===== src/rtl/hba_pkg.sv =====
// Package for the hierarchical bitmap allocator: default sizes, field widths,
// status and command codes, sequencer states, and the capacity function.
// No dependencies.
package hba_pkg;

  // Default sizing of the bitmap hierarchy
  localparam int DEF_FANOUT = 32;
  localparam int DEF_LEVELS = 2;

  // Index space reach of the 10-bit index field
  localparam int INDEX_W    = 10;
  localparam int INDEX_SPAN = 1 << INDEX_W;

  // Stream payload widths (tdata fields padded to whole bytes)
  localparam int IN_TDATA_W  = 16;
  localparam int IN_TUSER_W  = 1;
  localparam int OUT_TDATA_W = 16;
  localparam int STATUS_W    = 2;

  // Fixed-point shift for the divide-by-fanout reciprocal
  localparam int DIV_SHIFT = 20;

  // Request kinds carried in tuser
  localparam logic CMD_ALLOC = 1'b0;
  localparam logic CMD_FREE  = 1'b1;

  // Result status codes carried in tuser
  typedef enum logic [STATUS_W-1:0] {
    ST_OK    = 2'd0,
    ST_FULL  = 2'd1,
    ST_RANGE = 2'd2
  } status_t;

  // Request sequencer
  typedef enum logic [1:0] {
    S_IDLE,
    S_LOOK,
    S_MOD,
    S_DONE
  } state_t;

  // Number of usable indices: fanout to the power levels, capped at the span
  function automatic int calc_capacity(int fanout, int levels);
    int c;
    c = 1;
    for (int i = 0; i < levels; i++) begin
      if (c < INDEX_SPAN) begin
        c = c * fanout;
      end
    end
    if (c > INDEX_SPAN) begin
      c = INDEX_SPAN;
    end
    return c;
  endfunction

endpackage


===== src/rtl/hierarchical_bitmap_allocator.sv =====
// Hierarchical bitmap allocator: the request sequencer, the leaf word memory,
// the group full flags and the shared find-lowest-set-bit unit.
// Depends on hba_pkg.
//
// Each request (allocate the lowest free index, or free a given index) passes
// through the sequencer states in order: acceptance in S_IDLE, S_LOOK, in
// which the shared find-lowest-set-bit unit picks the first group not marked
// full (or the group of the freed index is formed by reciprocal multiply) and
// the leaf word is read, S_MOD, in which the same unit finds the lowest clear
// bit of that word and the word is written back, and S_DONE, which holds the
// result until the output transfer. The single read-modify-write of the leaf
// memory bounds the rate; the block takes one request at a time.
// Leaf words carry one valid flag each, cleared at reset, so no clearing pass
// is needed and requests are taken right after reset.
module hierarchical_bitmap_allocator #(
  parameter int FANOUT = hba_pkg::DEF_FANOUT,
  parameter int LEVELS = hba_pkg::DEF_LEVELS
) (
  input  logic                             clk,
  input  logic                             rst,
  // Request channel
  input  logic                             s_axis_tvalid,
  output logic                             s_axis_tready,
  input  logic [hba_pkg::IN_TDATA_W-1:0]   s_axis_tdata,   // [9:0] index, rest zero
  input  logic [hba_pkg::IN_TUSER_W-1:0]   s_axis_tuser,   // [0] command
  // Result channel
  output logic                             m_axis_tvalid,
  input  logic                             m_axis_tready,
  output logic [hba_pkg::OUT_TDATA_W-1:0]  m_axis_tdata,   // [9:0] result_index, rest zero
  output logic [hba_pkg::STATUS_W-1:0]     m_axis_tuser    // [1:0] status
);
  import hba_pkg::*;

  localparam int CAP       = calc_capacity(FANOUT, LEVELS);
  localparam int GROUPS    = (CAP + FANOUT - 1) / FANOUT;
  localparam int GRP_W     = (GROUPS > 1) ? $clog2(GROUPS) : 1;
  localparam int BIT_W     = $clog2(FANOUT);
  localparam int SCAN_W    = (GROUPS > FANOUT) ? GROUPS : FANOUT;
  localparam int SCAN_IW   = $clog2(SCAN_W);
  localparam int LAST_BITS = CAP - (GROUPS - 1) * FANOUT;
  localparam int RECIP     = ((1 << DIV_SHIFT) + FANOUT - 1) / FANOUT;
  localparam int RECIP_W   = $clog2(RECIP + 1);
  localparam int PROD_W    = INDEX_W + RECIP_W;

  localparam logic [FANOUT-1:0]  LAST_MASK = {FANOUT{1'b1}} >> (FANOUT - LAST_BITS);
  localparam logic [INDEX_W:0]   CAP_V     = (INDEX_W + 1)'(CAP);
  localparam logic [GRP_W-1:0]   LAST_GRP  = GRP_W'(GROUPS - 1);
  localparam logic [RECIP_W-1:0] RECIP_V   = RECIP_W'(RECIP);

  state_t state, state_next;

  // Request and lookup registers
  logic               cmd;
  logic [INDEX_W-1:0] idx;
  logic [GRP_W-1:0]   grp;
  logic               miss;
  logic               err;
  logic [FANOUT-1:0]  rdata;
  logic               rd_valid;
  status_t            status_r;
  logic [INDEX_W-1:0] result_r;

  // Per-group control state
  logic [GROUPS-1:0]  group_full;
  logic [GROUPS-1:0]  leaf_valid;

  // Leaf word memory
  logic [FANOUT-1:0]  leaf_mem [GROUPS];

  // Shared find-lowest-set-bit unit
  logic [SCAN_W-1:0]  scan_vec;
  logic [SCAN_IW-1:0] scan_idx;
  logic               scan_hit;

  // Lookup cycle signals
  logic [PROD_W-1:0]  prod;
  logic               range_err;
  logic [GRP_W-1:0]   look_grp;

  // Modify cycle signals
  logic [FANOUT-1:0]  word;
  logic [FANOUT-1:0]  vmask;
  logic [FANOUT-1:0]  free_bits;
  logic [FANOUT-1:0]  alloc_word;
  logic [FANOUT-1:0]  freed_word;
  logic [INDEX_W-1:0] grp_base;
  logic [INDEX_W-1:0] offset;
  logic [BIT_W-1:0]   bit_sel;
  logic               mem_we;
  logic [FANOUT-1:0]  mem_wdata;
  logic               set_full;
  logic               clr_full;
  status_t            res_status;
  logic [INDEX_W-1:0] res_index;

  // Scan operand: free groups during lookup, free leaf bits during modify
  always_comb begin
    scan_vec = '0;
    if (state == S_LOOK) begin
      scan_vec[GROUPS-1:0] = ~group_full;
    end else begin
      scan_vec[FANOUT-1:0] = free_bits;
    end
  end

  // Lowest set bit of the scan operand
  always_comb begin
    scan_hit = 1'b0;
    scan_idx = '0;
    for (int i = SCAN_W - 1; i >= 0; i--) begin
      if (scan_vec[i]) begin
        scan_hit = 1'b1;
        scan_idx = SCAN_IW'(i);
      end
    end
  end

  // Lookup: group of a freed index by reciprocal multiply, or first free group
  always_comb begin
    prod      = PROD_W'(idx) * PROD_W'(RECIP_V);
    range_err = {1'b0, idx} >= CAP_V;
    if (cmd == CMD_FREE) begin
      look_grp = range_err ? '0 : prod[DIV_SHIFT +: GRP_W];
    end else begin
      look_grp = scan_idx[GRP_W-1:0];
    end
  end

  // Modify: word update and result forming
  always_comb begin
    word       = rd_valid ? rdata : '0;
    vmask      = (grp == LAST_GRP) ? LAST_MASK : '1;
    free_bits  = ~word & vmask;
    grp_base   = INDEX_W'(int'(grp) * FANOUT);
    offset     = idx - grp_base;
    bit_sel    = scan_idx[BIT_W-1:0];
    alloc_word = word | (FANOUT'(1) << bit_sel);
    freed_word = word & ~(FANOUT'(1) << offset[BIT_W-1:0]);
    mem_we     = 1'b0;
    mem_wdata  = alloc_word;
    set_full   = 1'b0;
    clr_full   = 1'b0;
    res_status = ST_OK;
    res_index  = '0;
    if (state == S_MOD) begin
      if (cmd == CMD_ALLOC) begin
        if (miss) begin
          res_status = ST_FULL;
        end else if (free_bits == '0) begin
          // stale flag: mark the group full and report no space
          set_full   = 1'b1;
          res_status = ST_FULL;
        end else begin
          mem_we    = 1'b1;
          set_full  = (alloc_word & vmask) == vmask;
          res_index = grp_base + INDEX_W'(bit_sel);
        end
      end else begin
        if (err) begin
          res_status = ST_RANGE;
        end else begin
          mem_we    = 1'b1;
          mem_wdata = freed_word;
          clr_full  = 1'b1;
        end
      end
    end
  end

  // Next state
  always_comb begin
    state_next = state;
    case (state)
      S_IDLE: begin
        if (s_axis_tvalid) begin
          state_next = S_LOOK;
        end
      end
      S_LOOK: state_next = S_MOD;
      S_MOD:  state_next = S_DONE;
      S_DONE: begin
        if (m_axis_tready) begin
          state_next = S_IDLE;
        end
      end
      default: state_next = S_IDLE;
    endcase
  end

  // Handshake outputs
  always_comb begin
    s_axis_tready = (state == S_IDLE);
    m_axis_tvalid = (state == S_DONE);
  end

  assign m_axis_tdata = {(OUT_TDATA_W - INDEX_W)'(0), result_r};
  assign m_axis_tuser = status_r;

  // State register
  always_ff @(posedge clk) begin
    if (rst) begin
      state <= S_IDLE;
    end else begin
      state <= state_next;
    end
  end

  // Group flags and leaf valid flags
  always_ff @(posedge clk) begin
    if (rst) begin
      group_full <= '0;
      leaf_valid <= '0;
    end else begin
      if (set_full) begin
        group_full[grp] <= 1'b1;
      end else if (clr_full) begin
        group_full[grp] <= 1'b0;
      end
      if (mem_we) begin
        leaf_valid[grp] <= 1'b1;
      end
    end
  end

  // Leaf memory: one write port, registered read
  always_ff @(posedge clk) begin
    if (mem_we) begin
      leaf_mem[grp] <= mem_wdata;
    end
    if (state == S_LOOK) begin
      rdata <= leaf_mem[look_grp];
    end
  end

  // Payload registers
  always_ff @(posedge clk) begin
    if (s_axis_tvalid && s_axis_tready) begin
      cmd <= s_axis_tuser[0];
      idx <= s_axis_tdata[INDEX_W-1:0];
    end
    if (state == S_LOOK) begin
      grp      <= look_grp;
      miss     <= (cmd == CMD_ALLOC) && !scan_hit;
      err      <= (cmd == CMD_FREE) && range_err;
      rd_valid <= leaf_valid[look_grp];
    end
    if (state == S_MOD) begin
      status_r <= res_status;
      result_r <= res_index;
    end
  end

  // Checks
  a_accept_to_lookup: assert property (@(posedge clk) disable iff (rst)
    s_axis_tvalid && s_axis_tready |=> state == S_LOOK)
    else $error("accepted request did not start a lookup");

  a_fail_zero_index: assert property (@(posedge clk) disable iff (rst)
    m_axis_tvalid && status_r != ST_OK |-> result_r == '0)
    else $error("failed request returned a nonzero index");

  a_alloc_in_range: assert property (@(posedge clk) disable iff (rst)
    m_axis_tvalid |-> {1'b0, result_r} < CAP_V)
    else $error("result index beyond capacity");

  a_alloc_marks_word: assert property (@(posedge clk) disable iff (rst)
    m_axis_tvalid && cmd == CMD_ALLOC && status_r == ST_OK |-> leaf_valid[grp])
    else $error("successful allocate left its leaf word unwritten");

  a_range_only_free: assert property (@(posedge clk) disable iff (rst)
    m_axis_tvalid && status_r == ST_RANGE |-> cmd == CMD_FREE)
    else $error("range error reported for an allocate");

endmodule

===== config.mk =====
export PLATFORM = sky130hd
export DESIGN_NAME = hierarchical_bitmap_allocator
export DESIGN_NICKNAME = d
export VERILOG_FILES = /design/src/rtl/hba_pkg.sv /design/src/rtl/hierarchical_bitmap_allocator.sv
export SDC_FILE = /design/constraint.sdc
export NUM_CORES = 2
export LEC_CHECK = 0
export BUFFER_PORTS_ARGS = -buffer_cell sky130_fd_sc_hd__buf_2
export CAP_MARGIN = 25
export CELL_PAD_IN_SITES_DETAIL_PLACEMENT = 0
export CELL_PAD_IN_SITES_GLOBAL_PLACEMENT = 1
export CORE_MARGIN = 3
export CORE_UTILIZATION = 53
export CTS_CLUSTER_SIZE = 12
export DETAILED_ROUTE_END_ITERATION = 8
export PLACE_DENSITY_LB_ADDON = 0.1
export SLEW_MARGIN = 20
export SYNTH_ARGS = -nofsm -noshare
export SYNTH_HDL_FRONTEND = slang
export SYNTH_SLANG_ARGS = --single-unit

===== constraint.sdc =====
create_clock -name clk -period 6.35 [get_ports clk]
set_input_delay 0.635 -clock clk [delete_from_list [all_inputs] [get_ports clk]]
set_output_delay 0.635 -clock clk [all_outputs]
set_load 0.1 [all_outputs]

==> flow_summary.ini <==
[outcome]
status = finished clean

[critical_path]
cp_slowest_cell = a2111oi_0
crit_top_cell = buf_4
cpPeakStageDelay_ns = 0.76
critical_path_class = reg2reg
critPathMaxFanout = 100
path_cells = inv_1, ha_4, buf_4, a21oi_1, o41a_1, o211a_1, o31a_2, inv_8, mux4_2, a2111oi_0, buf_4, nor4_1
worstPathRequired_ns = 6.76
startpoint_type = register
critPathBufInv = 4
worstSetupEndpointType = register
cp.arrival_ns = 5.88
path_delay_family = compound AO/OA/AOI/OAI gates

[timing]
fin_hold_ws_ns = 0.130
hold_violations = 0
grt_setup_unrepaired = no
clock.fmax_ghz = 0.183
fin_skew_ns = 0.0437
timing.final.crit_period_ns = 5.47
tightest_slew_ns = 1.09
max_slew_margin_pct = 27.1
report.final.slew_viol_count = 0
final.setup.worst_slack_ns = 0.880
post-route-period-util_pct = 86.1
setup_viol_count_final = 0
timing.setup.tns_ns = 0

[drt]
via_per_inst = 6.31
met3WireLength_microns = 12000
drtIter0Drc = 3651
dr.pass1.iters = 8
met2_length_microns = 63500
wirelength_microns = 138000
wl_per_cell_microns = 27.8
highest_layer = met4
drcViolationCount = 0
wl_met1_microns = 57800
detail-route-antenna-nets = 0
vias = 31300

[placement]
hpwl_microns = 77000
dp_slack_ns = 0.875
dp.cells = 4771
io_buffers = 27
post_dp_cell_area_sq_mm = 0.0495
gp_congestion = 0.985

[clocking]
post-cts-setup-buffers = 0
insertion_delay_ns = 0.72
path_clk_slew_ns = 0.06
cts-resized-gates = 0
cts_sinks = 1151
tritoncts = yes
ctsHtreeMaxLevel = 3
cts_buffers = 116
clock-root-buffer = clkbuf_16
clockBufferDepth = 3
cts_hold_buf = 0

[finish]
fin_cells = 4962
nFillCells = 6759
seq_area_sq_mm = 0.0339
area_growth_syn_to_layout_pct = 11.8
diodes = 0
multi_input_area_sq_mm = 0.0128
layout-drive-gt1-share_pct = 12.4
utilization_pct = 60.3
final_nets = 3760
fin_area_sq_mm = 0.0529

[die]
start_util_pct = 54.0
dieWidth_microns = 305
core.rowCount = 108
io_pins = 41
core_sq_mm = 0.0877
die-area_sq_mm = 0.0929
die_h_microns = 305

[pwr]
totalPowerFinal_mw = 22.5
power_density_mw_per_mm2 = 426
leakage_nw = 18.3
vdd_drop_max_mv = 0.388

[yosys]
synth-edff-count = 1085
yosys.area_share.simple_pct = 16.2
synth_top_family_by_area = simple AND/OR/NAND/NOR gates
synth_area_per_cell_sq_um = 12.8
synth_top_area_share_pct = 68.9
synth_compound_area_share_pct = 8.05
synthXorXnorAreaFrac_pct = 0
synth_warnings = 0
yosysSeqAreaShare_pct = 71.7
ys.flop_type = edfxtp_1
synth_cell_type_count = 88
yosys.area.top_type = edfxtp_1
synthMuxAreaShare_pct = 1.59
synth_area_leaders = edfxtp_1 69%, nand2_1 8.0%, dfxtp_1 2.8%
ys_seq_elements = 1151
syn_area_sq_mm = 0.0473
yosys.cell_count.top_type = edfxtp_1
postSynthCellCount = 3685
synth_common_cells = 1085 x edfxtp_1, 1005 x nand2_1, 203 x and3_1
async_flop_share_pct = 0
synthAdderAreaFrac_pct = 0.106

[global_routing]
grt_pass1_wl_microns = 201000
overflow = 0
antenna_found_initial = 3
grt_usage_pct = 29.5
grt_max_degree = 159
grt_pass1_vias = 29700

[min_path]
worstHoldPathType = in2reg

[job]
cap_violations = 0
[power breakdown]
group	total [mW]	switching (mW)	internal [mW]
Combinational	6.17	4.47	1.70
Sequential	10.1	0.468	9.63
Clock	6.24	2.78	3.46
[per-layer routing]
metal	up-vias	GRT usage (%)
met5	-	0
met4	0	9.52
met3	267	4.22
met2	1503	46.3
met1	15800	43.1
li1	13700	-
[logic make-up after synthesis]
family	after synthesis
other	1
multiplexers	34
adder cells (fa/ha/maj)	4
AO/OA/AOI/OAI	550
flip-flops	1151
buffers and inverters	254
AND/OR/NAND/NOR	1691
[final cells by class]
class | count | share of cell area [%]
Clock buffer | 145 | 5.69
Clock inverter | 45 | 0.731
Inverter | 19 | 0.168
Multi-Input combinational cell | 2286 | 24.1
Sequential cell | 1151 | 64.1
Tap cell | 1155 | 2.73
Timing Repair Buffer | 161 | 2.45
[final timing paths]
check        slack [ns]  cells after the start                     endpoint                        start
min reg2reg        0.47                      2  leaf_valid[23]$_SDFFE_PP0P_  leaf_valid[23]$_SDFFE_PP0P_
max                0.88                     12          rdata[23]$_DFFE_PP_        state[1]$_SDFFE_PP0P_
max reg2reg        0.88                     12          rdata[23]$_DFFE_PP_        state[1]$_SDFFE_PP0P_
min                0.13                      1             idx[9]$_DFFE_PP_              s_axis_tdata[9]
[registers in the layout, indices dropped and copies added (netlist names), named ones only]
| name | count |
|---|---|
| leaf_mem | 1024 |
| leaf_valid | 32 |
| rdata | 32 |
| idx | 10 |
| result_r | 10 |
| grp | 5 |
| state | 2 |
| cmd | 1 |
| m_axis_tuser | 1 |
| miss | 1 |
| rd_valid | 1 |
[cell usage in the layout, fill, tap and decap left out, types with 33 or more instances in the layout]
master,count
a21oi_1,158
nor2_1,92
a31oi_1,46
nor4_1,34
dfxtp_1,66
mux4_2,33
nor2b_1,38
a2111oi_0,34
clkbuf_16,116
buf_4,121
o21ai_0,109
and3_1,203
nand3_1,196
nand2_1,1004
edfxtp_1,1085
(Power assumes the default switching activity.)
